--- src/hw/rtl/cpm_pkg.sv ---
// Types and constants for the charge pilot monitor.
// No dependencies.
package cpm_pkg;
    localparam int unsigned IN_W  = 104;
    localparam int unsigned OUT_W = 96;
    localparam logic [55:0] E_MAX = 56'hFF_FFFF_FFFF_FFFF;
    localparam logic [17:0] MA_MAX = 18'h3FFFF;
    localparam logic [2:0] ST_A = 3'd0, ST_B = 3'd1, ST_C = 3'd2, ST_D = 3'd3,
                           ST_E = 3'd4, ST_F = 3'd5, ST_UNK = 3'd6;
    localparam logic [1:0] EV_CHANGE = 2'd0, EV_START = 2'd1, EV_END = 2'd2;
    localparam logic [2:0] CFG_PNUM = 3'd0, CFG_PDEN = 3'd1, CFG_PBIAS = 3'd2,
                           CFG_CNUM = 3'd3, CFG_CDEN = 3'd4, CFG_VOLTS = 3'd5,
                           CFG_TOL = 3'd6;
    localparam logic [3:0] OP_PDIV = 4'd0, OP_CDIV = 4'd1, OP_DDIV = 4'd2,
                           OP_MUL1 = 4'd3, OP_MUL2 = 4'd4, OP_CHK = 4'd5,
                           OP_ACC = 4'd6, OP_FIN = 4'd7;
    typedef struct packed {
        logic       load;
        logic       div_start;
        logic [1:0] div_sel;
        logic       mul_start;
        logic       mul_sel;
        logic       accum;
        logic       finish;
    } t_cmd;
    typedef struct packed {
        logic div_busy;
        logic mul_busy;
    } t_sts;
endpackage

--- src/hw/rtl/charge_pilot_monitor.sv ---
// Top level of the charge pilot monitor: stream ports, controller, datapath.
// Depends on cpm_pkg, cpm_ctrl and cpm_datapath.
// An edge beat (kind 1) is absorbed on acceptance and gives no result. A poll
// beat holds the block busy from its accepting edge: three 46-step divides on
// one shared divider (pilot scale, current scale, duty), each with an issue and
// a handoff step, then two 40-step passes of the shift-add multiplier (power,
// energy step), then one accumulate and one finish step. The result lands in
// the output register; the next beat is taken as soon as the sequence is done,
// and finish holds while the previous result has not yet been taken.
module charge_pilot_monitor (
    input  logic        i_clk,
    input  logic        i_rst_n,
    input  logic        s_axis_tvalid,
    output logic        s_axis_tready,
    // tdata: pilot_reading_mv[11:0], current_reading_mv[23:12], proximity[24],
    //        time_ms[64:25], edge_level[65], edge_time_us[97:66], zero pad
    input  logic [103:0] s_axis_tdata,
    // tuser: kind
    input  logic        s_axis_tuser,
    output logic        m_axis_tvalid,
    input  logic        m_axis_tready,
    // tdata: send[0], pilot_class[3:1], proximity_out[4], duty_centipct[18:5],
    //        current_ma[36:19], energy_uj[92:37], has_session[93],
    //        event_kind[95:94]
    output logic [95:0] m_axis_tdata,
    input  logic        i_cfg_we,
    input  logic [2:0]  i_cfg_idx,
    input  logic [15:0] i_cfg_data
);
    import cpm_pkg::*;
    t_cmd w_cmd;
    t_sts w_sts;
    logic w_busy, w_acc, r_ovalid, w_out_full;
    assign s_axis_tready = !w_busy;
    assign w_acc = s_axis_tvalid && s_axis_tready;
    assign w_out_full = r_ovalid && !m_axis_tready;
    always_ff @(posedge i_clk) begin
        if (!i_rst_n) r_ovalid <= 1'b0;
        else if (w_cmd.finish) r_ovalid <= 1'b1;
        else if (m_axis_tready) r_ovalid <= 1'b0;
    end
    assign m_axis_tvalid = r_ovalid;
    cpm_ctrl u_ctrl (
        .i_clk(i_clk), .i_rst_n(i_rst_n), .i_start(w_acc && !s_axis_tuser),
        .i_out_full(w_out_full), .i_sts(w_sts), .o_cmd(w_cmd), .o_busy(w_busy)
    );
    cpm_datapath u_dp (
        .i_clk(i_clk), .i_rst_n(i_rst_n),
        .i_edge_we(w_acc && s_axis_tuser), .i_edge_level(s_axis_tdata[65]),
        .i_edge_time_us(s_axis_tdata[97:66]), .i_pilot_rd(s_axis_tdata[11:0]),
        .i_cur_rd(s_axis_tdata[23:12]), .i_prox(s_axis_tdata[24]),
        .i_time_ms(s_axis_tdata[64:25]), .i_cfg_we(i_cfg_we), .i_cfg_idx(i_cfg_idx),
        .i_cfg_data(i_cfg_data), .i_cmd(w_cmd), .o_sts(w_sts), .o_result(m_axis_tdata)
    );
endmodule

--- src/hw/rtl/cpm_ctrl.sv ---
// Sequencer for one poll: three divides, two multiplies, accumulate, finish.
// Depends on cpm_pkg.
module cpm_ctrl (
    input  logic          i_clk,
    input  logic          i_rst_n,
    input  logic          i_start,
    input  logic          i_out_full,
    input  cpm_pkg::t_sts i_sts,
    output cpm_pkg::t_cmd o_cmd,
    output logic          o_busy
);
    import cpm_pkg::*;
    logic       r_busy, n_busy;
    logic [3:0] r_op, n_op;
    logic       r_go, n_go;
    always_ff @(posedge i_clk) begin
        if (!i_rst_n) begin
            r_busy <= 1'b0;
            r_op <= OP_PDIV;
            r_go <= 1'b0;
        end else begin
            r_busy <= n_busy;
            r_op <= n_op;
            r_go <= n_go;
        end
    end
    always_comb begin
        n_busy = r_busy;
        n_op = r_op;
        n_go = 1'b0;
        o_cmd = '0;
        o_cmd.load = i_start && !r_busy;
        if (!r_busy) begin
            if (i_start) begin
                n_busy = 1'b1;
                n_op = OP_PDIV;
                n_go = 1'b1;
            end
        end else if (r_go) begin
            unique case (r_op)
                OP_PDIV, OP_CDIV, OP_DDIV: begin
                    o_cmd.div_start = 1'b1;
                    o_cmd.div_sel = r_op[1:0];
                end
                OP_MUL1, OP_MUL2: begin
                    o_cmd.mul_start = 1'b1;
                    o_cmd.mul_sel = (r_op == OP_MUL2);
                end
                default: ;
            endcase
        end else if (!i_sts.div_busy && !i_sts.mul_busy) begin
            unique case (r_op)
                OP_PDIV, OP_CDIV, OP_DDIV, OP_MUL1: begin
                    n_op = r_op + 4'd1;
                    n_go = 1'b1;
                end
                OP_MUL2: n_op = OP_ACC;
                OP_ACC: begin
                    o_cmd.accum = 1'b1;
                    n_op = OP_FIN;
                end
                OP_FIN: begin
                    // hold while the previous beat still waits at the output
                    if (!i_out_full) begin
                        o_cmd.finish = 1'b1;
                        n_busy = 1'b0;
                    end
                end
                default: n_busy = 1'b0;
            endcase
        end
    end
    assign o_busy = r_busy;
endmodule

--- src/hw/rtl/cpm_datapath.sv ---
// Datapath: timing state, shared restoring divider, shift-add multiplier,
// classification, energy and session tracking. Depends on cpm_pkg.
module cpm_datapath (
    input  logic          i_clk,
    input  logic          i_rst_n,
    input  logic          i_edge_we,
    input  logic          i_edge_level,
    input  logic [31:0]   i_edge_time_us,
    input  logic [11:0]   i_pilot_rd,
    input  logic [11:0]   i_cur_rd,
    input  logic          i_prox,
    input  logic [39:0]   i_time_ms,
    input  logic          i_cfg_we,
    input  logic [2:0]    i_cfg_idx,
    input  logic [15:0]   i_cfg_data,
    input  cpm_pkg::t_cmd i_cmd,
    output cpm_pkg::t_sts o_sts,
    output logic [95:0]   o_result
);
    import cpm_pkg::*;
    logic [15:0] r_pnum, r_pden, r_pbias, r_cnum, r_cden;
    logic [9:0]  r_volts;
    logic [11:0] r_tol;
    always_ff @(posedge i_clk) begin
        if (!i_rst_n) begin
            r_pnum <= 16'd1; r_pden <= 16'd1; r_pbias <= '0;
            r_cnum <= 16'd1; r_cden <= 16'd1; r_volts <= 10'd240; r_tol <= 12'd500;
        end else if (i_cfg_we) begin
            unique case (i_cfg_idx)
                CFG_PNUM:  r_pnum <= i_cfg_data;
                CFG_PDEN:  r_pden <= i_cfg_data;
                CFG_PBIAS: r_pbias <= i_cfg_data;
                CFG_CNUM:  r_cnum <= i_cfg_data;
                CFG_CDEN:  r_cden <= i_cfg_data;
                CFG_VOLTS: r_volts <= i_cfg_data[9:0];
                CFG_TOL:   r_tol <= i_cfg_data[11:0];
                default: ;
            endcase
        end
    end

    logic        r_rise_seen;
    logic [31:0] r_last_rise, r_high, r_period;
    always_ff @(posedge i_clk) begin
        if (!i_rst_n) begin
            r_rise_seen <= 1'b0; r_last_rise <= '0; r_high <= '0; r_period <= '0;
        end else if (i_edge_we) begin
            if (i_edge_level) begin
                if (r_rise_seen) r_period <= i_edge_time_us - r_last_rise;
                r_last_rise <= i_edge_time_us;
                r_rise_seen <= 1'b1;
            end else if (r_rise_seen) begin
                r_high <= i_edge_time_us - r_last_rise;
            end
        end
    end

    logic [11:0] r_prd, r_crd;
    logic        r_prox;
    logic [39:0] r_tms;
    always_ff @(posedge i_clk) begin
        if (i_cmd.load) begin
            r_prd <= i_pilot_rd; r_crd <= i_cur_rd; r_prox <= i_prox; r_tms <= i_time_ms;
        end
    end

    // restoring divider, 46-bit dividend, one quotient bit per cycle
    logic [45:0] r_dq;
    logic [32:0] r_rem;
    logic [31:0] r_den;
    logic [5:0]  r_dcnt;
    logic        r_dbusy;
    logic [1:0]  r_dsel;
    logic [45:0] w_dvd;
    logic [31:0] w_den;
    logic [33:0] w_trial;
    logic [27:0] w_pprod, w_cprod;
    logic [45:0] w_hx;
    assign w_pprod = {16'd0, r_prd} * {12'd0, r_pnum};
    assign w_cprod = {16'd0, r_crd} * {12'd0, r_cnum};
    assign w_hx = {14'd0, r_high} * 46'd10000;
    always_comb begin
        unique case (i_cmd.div_sel)
            OP_PDIV[1:0]: begin
                w_dvd = {18'd0, w_pprod};
                w_den = {16'd0, (r_pden == 16'd0) ? 16'd1 : r_pden};
            end
            OP_CDIV[1:0]: begin
                w_dvd = {18'd0, w_cprod};
                w_den = {16'd0, (r_cden == 16'd0) ? 16'd1 : r_cden};
            end
            default: begin
                w_dvd = w_hx;
                w_den = (r_period == 32'd0) ? 32'd1 : r_period;
            end
        endcase
    end
    assign w_trial = {r_rem, r_dq[45]} - {2'd0, r_den};
    logic [27:0] r_pq;
    logic [17:0] r_ma;
    logic [13:0] r_duty;
    always_ff @(posedge i_clk) begin
        if (!i_rst_n) begin
            r_dbusy <= 1'b0; r_dcnt <= '0; r_dsel <= '0;
        end else if (i_cmd.div_start) begin
            r_dbusy <= 1'b1; r_dcnt <= 6'd46; r_dsel <= i_cmd.div_sel;
        end else if (r_dbusy) begin
            r_dcnt <= r_dcnt - 6'd1;
            if (r_dcnt == 6'd1) r_dbusy <= 1'b0;
        end
    end
    always_ff @(posedge i_clk) begin
        if (i_cmd.div_start) begin
            r_dq <= w_dvd; r_rem <= '0; r_den <= w_den;
        end else if (r_dbusy) begin
            if (!w_trial[33]) begin
                r_rem <= w_trial[32:0];
                r_dq <= {r_dq[44:0], 1'b1};
            end else begin
                r_rem <= {r_rem[31:0], r_dq[45]};
                r_dq <= {r_dq[44:0], 1'b0};
            end
            if (r_dcnt == 6'd1) begin
                unique case (r_dsel)
                    OP_PDIV[1:0]: r_pq <= w_trial[33] ? {r_dq[26:0], 1'b0}
                                                      : {r_dq[26:0], 1'b1};
                    OP_CDIV[1:0]: r_ma <= (r_dq[44:17] != '0) ? MA_MAX
                                        : (w_trial[33] ? {r_dq[16:0], 1'b0}
                                                       : {r_dq[16:0], 1'b1});
                    default: r_duty <= w_trial[33] ? {r_dq[12:0], 1'b0}
                                                   : {r_dq[12:0], 1'b1};
                endcase
            end
        end
    end

    // shift-add multiplier: 56-bit product, 40 steps per pass
    logic [55:0] r_macc, r_mcand;
    logic [39:0] r_mier;
    logic [5:0]  r_mcnt;
    logic        r_mbusy;
    logic        r_movf;
    logic [27:0] r_pwr;
    logic [39:0] r_last_t;
    logic [39:0] w_dt;
    logic        w_tadv;
    logic [56:0] w_madd;
    assign w_tadv = r_tms > r_last_t;
    assign w_dt = r_tms - r_last_t;
    assign w_madd = {1'b0, r_macc} + {1'b0, r_mcand};
    always_ff @(posedge i_clk) begin
        if (!i_rst_n) begin
            r_mbusy <= 1'b0; r_mcnt <= '0;
        end else if (i_cmd.mul_start) begin
            r_mbusy <= 1'b1; r_mcnt <= 6'd40;
        end else if (r_mbusy) begin
            r_mcnt <= r_mcnt - 6'd1;
            if (r_mcnt == 6'd1) r_mbusy <= 1'b0;
        end
    end
    always_ff @(posedge i_clk) begin
        if (i_cmd.mul_start) begin
            r_macc <= '0; r_movf <= 1'b0;
            if (!i_cmd.mul_sel) begin
                r_mcand <= {38'd0, r_ma}; r_mier <= {30'd0, r_volts};
            end else begin
                r_mcand <= {28'd0, r_pwr}; r_mier <= w_dt;
            end
        end else if (r_mbusy) begin
            if (r_mier[0]) r_macc <= w_madd[55:0];
            r_movf <= r_movf || (r_mier[0] && w_madd[56])
                      || (r_mcand[55] && (r_mier[39:1] != '0));
            r_mcand <= {r_mcand[54:0], 1'b0};
            r_mier <= {1'b0, r_mier[39:1]};
        end
    end
    logic r_mul_phase;
    always_ff @(posedge i_clk) begin
        if (!i_rst_n) r_mul_phase <= 1'b0;
        else if (i_cmd.mul_start) r_mul_phase <= i_cmd.mul_sel;
    end
    logic r_mbusy_d;
    always_ff @(posedge i_clk) begin
        if (!i_rst_n) r_mbusy_d <= 1'b0;
        else r_mbusy_d <= r_mbusy;
    end
    always_ff @(posedge i_clk) begin
        if (r_mbusy_d && !r_mbusy && !r_mul_phase) r_pwr <= r_macc[27:0];
    end

    // classification and session state
    logic signed [29:0] w_pmv;
    logic signed [29:0] w_tol;
    logic [2:0]  w_st;
    assign w_pmv = $signed({2'b0, r_pq}) - $signed({14'd0, r_pbias});
    assign w_tol = $signed({18'd0, r_tol});
    always_comb begin
        priority if (w_pmv >= 30'sd12000 - w_tol) w_st = ST_A;
        else if (w_pmv >= 30'sd9000 - w_tol) w_st = ST_B;
        else if (w_pmv >= 30'sd6000 - w_tol) w_st = ST_C;
        else if (w_pmv >= 30'sd3000 - w_tol) w_st = ST_D;
        else if (w_pmv >= -30'sd1000 - w_tol) w_st = ST_E;
        else w_st = ST_F;
    end
    logic        w_dvalid;
    assign w_dvalid = (r_period != '0) && (r_high != '0) && (r_high <= r_period);

    logic [2:0]  r_prev_st;
    logic        r_prev_prox, r_time_seen, r_in_sess, r_sess_seen;
    logic [55:0] r_energy;
    logic [56:0] w_esum;
    logic [55:0] w_inc;
    assign w_inc = r_movf ? E_MAX : r_macc;
    assign w_esum = {1'b0, r_energy} + {1'b0, w_inc};
    logic        w_chg;
    assign w_chg = (w_st != r_prev_st) || (r_prox != r_prev_prox);
    always_ff @(posedge i_clk) begin
        if (!i_rst_n) begin
            r_prev_st <= ST_UNK; r_prev_prox <= 1'b0; r_time_seen <= 1'b0;
            r_last_t <= '0; r_in_sess <= 1'b0; r_sess_seen <= 1'b0; r_energy <= '0;
        end else begin
            if (i_cmd.accum) begin
                if (r_time_seen && (w_st == ST_C || w_st == ST_D) && w_tadv)
                    r_energy <= w_esum[56] ? E_MAX : w_esum[55:0];
            end
            if (i_cmd.finish) begin
                r_time_seen <= 1'b1;
                r_last_t <= r_tms;
                r_prev_st <= w_st;
                r_prev_prox <= r_prox;
                o_result <= {(w_chg && r_prev_st == ST_A && w_st == ST_B) ? EV_START :
                             (w_chg && r_in_sess && w_st == ST_A) ? EV_END : EV_CHANGE,
                             r_sess_seen, r_energy, r_ma,
                             w_dvalid ? r_duty : 14'd0, r_prox, w_st, w_chg};
                if (w_chg) begin
                    if (r_prev_st == ST_A && w_st == ST_B) begin
                        r_sess_seen <= 1'b1; r_in_sess <= 1'b1; r_energy <= '0;
                    end else if (r_in_sess && w_st == ST_A) begin
                        r_in_sess <= 1'b0;
                    end
                end
            end
        end
    end
    assign o_sts.div_busy = r_dbusy;
    assign o_sts.mul_busy = r_mbusy;
endmodule

--- config.mk ---
export PLATFORM = sky130hd
export DESIGN_NAME = charge_pilot_monitor
export DESIGN_NICKNAME = d
export VERILOG_FILES = /design/src/hw/rtl/cpm_pkg.sv /design/src/hw/rtl/charge_pilot_monitor.sv /design/src/hw/rtl/cpm_ctrl.sv /design/src/hw/rtl/cpm_datapath.sv
export SDC_FILE = /design/constraint.sdc
export NUM_CORES = 2
export LEC_CHECK = 0
export ABC_AREA = 1
export BUFFER_PORTS_ARGS = -buffer_cell sky130_fd_sc_hd__buf_2
export CAP_MARGIN = 5
export CORE_MARGIN = 2
export CORE_UTILIZATION = 69
export CTS_CLUSTER_DIAMETER = 150
export CTS_CLUSTER_SIZE = 8
export DETAILED_ROUTE_END_ITERATION = 6
export PLACE_DENSITY = 0.87
export SKIP_CTS_REPAIR_TIMING = 1
export SLEW_MARGIN = 20
export SYNTH_ARGS = -nofsm -noshare
export SYNTH_HDL_FRONTEND = slang
export SYNTH_SLANG_ARGS = --single-unit
--- constraint.sdc ---
create_clock -name i_clk -period 11.8 [get_ports i_clk]
set_input_delay 0.59 -clock i_clk [delete_from_list [all_inputs] [get_ports i_clk]]
set_output_delay 0.59 -clock i_clk [all_outputs]
set_load 0.01 [all_outputs]
==> impl_metrics.json <==
{
  "outcome": "finished, final reports clean",
  "global_route.usage.total_pct": 37.6,
  "wl_per_cell_um": 18.8,
  "place_hpwl_mm": 138,
  "slew_headroom_pct": 30.5,
  "drv.max_cap_violation_count": 0,
  "yosysMostFrequentCell": "sky130_fd_sc_hd__inv_1",
  "design.final.nets": 9411,
  "io_buffers": 220,
  "synth_top_cells_by_area": "sky130_fd_sc_hd__edfxtp_1 (19%), sky130_fd_sc_hd__dfxtp_1 (13%), sky130_fd_sc_hd__ha_1 (11%), sky130_fd_sc_hd__fa_1 (11%), sky130_fd_sc_hd__inv_1 (8.9%)",
  "tritoncts": "yes",
  "sequential_cell_area_sq_um": 21100,
  "r2r_start": "u_dp.r_crd[5]",
  "layout.cells.non_filler": 9663,
  "clk_pin_slew_worst_paths_ns": 0.05,
  "syn2layout_area_growth_pct": 8.12,
  "grt_start_max_net_pins": 86,
  "grt_antenna_before_repair": 6,
  "critical_path.startpoint_type": "register",
  "yosysWarnings": 0,
  "detailedPlace.worstSlack_ns": 5.12,
  "min-delay-start": "s_axis_tdata[53]",
  "worst_supply_voltage_drop_on_vdd_uv": 120,
  "synth_edf_count": 423,
  "finalWirelength_mm": 182,
  "fin_ws_ns": 5.03,
  "synth-seq-cells": 840,
  "tightest_slew_ns": 1.02,
  "postSynthCellCount": 8203,
  "insertion_delay_ns": 0.72,
  "netlist-cell-type-count": 68,
  "report.final.setup_viol": 0,
  "fillerInstances": 6992,
  "gpl.final_weighted_congestion": 0.982,
  "synth_area_leader_cell": "sky130_fd_sc_hd__edfxtp_1",
  "clock_sink_count": 840,
  "drt_iter0_markers": 5400,
  "final_layout_size_suffix_gt1_share_pct": 6.09,
  "finalWorstPathRequiredPeriod_ns": 6.77,
  "synth_top_area_share_pct": 19.5,
  "post-place-cells": 9452,
  "post-route-drc-count": 0,
  "boundaryPins": 227,
  "critical_path_class": "reg -> reg",
  "syn-num-nets": 9300,
  "hold_end": "u_dp.r_tms[28]",
  "die-width_um": 312,
  "clockRootBuffer": "sky130_fd_sc_hd__clkbuf_16",
  "report.final.slew_viol_count": 0,
  "fp.dieArea_sq_um": 97100,
  "finalCritPeriodShare_pct": 57.4,
  "vias_per_cell": 5.84,
  "final.setup.tns_ns": 0,
  "worst-r2r-cell-count": 26,
  "multiInputGateArea_sq_um": 37400,
  "ys_dominant_reg_cell": "sky130_fd_sc_hd__edfxtp_1",
  "timing.critical_path.to_type": "register",
  "synth_async_sr_flop_share_pct": 0,
  "firstDrtPassIters": 6,
  "detailroute.via_count": 56500,
  "achievable-frequency_ghz": 0.148,
  "rsz_0062_raised_after_global_routing": "no",
  "reg2reg_setup_slack_ns": 5.03,
  "clkPwrFrac_pct": 37.7,
  "globalRouteOverflowTotal": 0,
  "proportion_of_power_drawn_by_flip_flops_and_latches_pct": 40.3,
  "hold_path_class": "in -> reg",
  "worstPathArrival_ns": 7.20,
  "power_switching_share_pct": 31.5,
  "die_height_um": 312,
  "crit_required_ns": 12.23,
  "cts_buffer_count": 114,
  "power.combinational.fraction_pct": 22.0,
  "timing.critical_path.fanout_max": 16,
  "seq_area_frac_synth_pct": 32.2,
  "synth.cell_area_sq_um": 65300,
  "fin_skew_ns": 0.0580,
  "p_sw_mw": 2.59,
  "first_global_vias": 56800,
  "cellLeakagePower_nw": 34.5,
  "global_route_wire_length_before_repair_mm": 293,
  "worst_flop_to_flop_path_endpoint": "u_dp.r_dq[21]",
  "clk_buf_depth": 3,
  "placement_rows": 112,
  "internal-power_mw": 5.65,
  "initial_core_util_pct": 69.8,
  "power.density_cell_area_nw_per_um2": 117,
  "finalHoldViolCount": 0,
  "hold_depth": 1,
  "synthTopCellsByCount": "sky130_fd_sc_hd__inv_1 (1550), sky130_fd_sc_hd__nand2_1 (1372), sky130_fd_sc_hd__nor2_1 (721)",
  "design.core.area_sq_um": 93600,
  "htree_num_levels": 3,
  "synthesis.area_per_instance_sq_um": 7.96,
  "route.antenna.remaining_nets": 0
}
-- cell type report --
cell class	instances	area share, %
diodes	4	0.0142
clock buffers	201	4.53
clock inverters	6	0.156
inverters	1568	8.34
multi-input cells	5528	52.9
flip-flops and latches	840	29.8
well taps	1254	2.22
repair buffers	262	2.01
-- through the flow --
step                      util, %  area (sq um)  power, mW  hold slack (ns)
after global placement       71.9         67300       5.07            0.417
after CTS                    75.4         70600       8.23           0.0137
after global routing         75.4         70600       8.62           0.0280
after floorplan                 -         65300       4.65            0.409
final                        75.4         70600       8.25           0.0501
after detailed placement     71.9         67300       5.14            0.433
-- worst max-delay path, stage by stage (launching register included) --
cell	delay (ns)
sky130_fd_sc_hd__edfxtp_1	0.78
sky130_fd_sc_hd__nand2_1	0.17
sky130_fd_sc_hd__fa_1	0.56
sky130_fd_sc_hd__inv_1	0.05
sky130_fd_sc_hd__fa_1	0.50
sky130_fd_sc_hd__inv_1	0.05
sky130_fd_sc_hd__fa_1	0.48
sky130_fd_sc_hd__inv_1	0.06
sky130_fd_sc_hd__fa_1	0.52
sky130_fd_sc_hd__fa_1	0.53
sky130_fd_sc_hd__ha_1	0.39
sky130_fd_sc_hd__nand2_1	0.09
sky130_fd_sc_hd__o21ai_0	0.30
sky130_fd_sc_hd__a21oi_1	0.10
sky130_fd_sc_hd__nor2_1	0.15
sky130_fd_sc_hd__nor2_1	0.06
sky130_fd_sc_hd__o21ai_0	0.27
sky130_fd_sc_hd__nand3_1	0.11
sky130_fd_sc_hd__nand2_1	0.11
sky130_fd_sc_hd__a21boi_0	0.12
sky130_fd_sc_hd__o21ai_0	0.27
sky130_fd_sc_hd__a21boi_0	0.17
sky130_fd_sc_hd__or2_2	0.29
sky130_fd_sc_hd__nand3_1	0.07
sky130_fd_sc_hd__nand4_1	0.12
sky130_fd_sc_hd__o21ai_0	0.11
sky130_fd_sc_hd__inv_1	0.05
-- kinds of logic after synthesis --
| group | synth area share (%) |
|---|---|
| adders and majority gates | 22.8 |
| AOI/OAI and AO/OA | 14.6 |
| buffers and inverters | 10.7 |
| and+or+nand+nor | 16.3 |
| xor gates and xnor gates | 3.33 |
| DFF | 32.2 |
| muxes | 0.0307 |
-- metal layers --
metal | vias up | wire length, um | track usage [%]
li1 | 26900 | - | -
met5 | - | 52 | 0
met3 | 579 | 14900 | 6.67
met4 | 6 | 10100 | 19.7
met1 | 26600 | 70100 | 45.9
met2 | 2412 | 86700 | 63.8
-- state kept, by name (all words and copies together), names as in the netlist, 33 cells and up --
register and flops:
u_dp.o_result 96, u_dp.r_energy 56, u_dp.r_macc 56, u_dp.r_mcand 56
u_dp.r_dq 46, u_dp.r_last_t 40, u_dp.r_mier 40, u_dp.r_tms 40
u_dp.r_rem 33
-- power groups by stage --
stage | clock network, mW | logic, mW | registers (mW)
floorplan | 0 | 1.35 | 3.30
global placement | 0 | 1.71 | 3.36
detailed placement | 0 | 1.77 | 3.37
CTS | 3.12 | 1.79 | 3.31
global route | 3.25 | 2.04 | 3.33
finish | 3.11 | 1.82 | 3.32
-- worst max path at each step --
stage,start,to,slack (ns),cells past startpoint
finish,u_dp.r_crd[5],u_dp.r_dq[21],5.03,26
detailed placement,u_dp.r_prd[8],u_dp.r_dq[27],5.12,27
global placement,u_dp.r_crd[5],u_dp.r_dq[21],5.32,26
floorplan,u_ctrl.o_busy,u_dp.o_result[0],5.44,8
global route,u_dp.r_prd[8],u_dp.r_dq[27],4.56,27
CTS,u_dp.r_prd[8],u_dp.r_dq[27],5.07,27
-- cell usage in the layout, fill, tap and decap left out, drive strengths merged, types with 12 or more instances in the layout --
master	synthesis	final
nand2	1388	1388
nor3	60	60
dfxtp	417	417
buf	64	262
o22ai	28	28
o21a	35	35
inv	1562	1566
a21oi	715	715
clkbuf	203	201
a21o	19	19
o2111ai	12	12
ha	599	599
xor2	145	145
a31oi	65	65
nand3	237	237
xnor2	103	103
o211ai	49	49
fa	369	369
nand4	64	64
o21ai	664	664
o21bai	22	22
o221ai	16	16
edfxtp	423	423
a22oi	16	16
a21boi	14	14
nor4	40	40
nor2	729	729
a32o	12	12
o31ai	12	12
or2	44	44
Note: power is estimated with default switching activity, not from simulation.
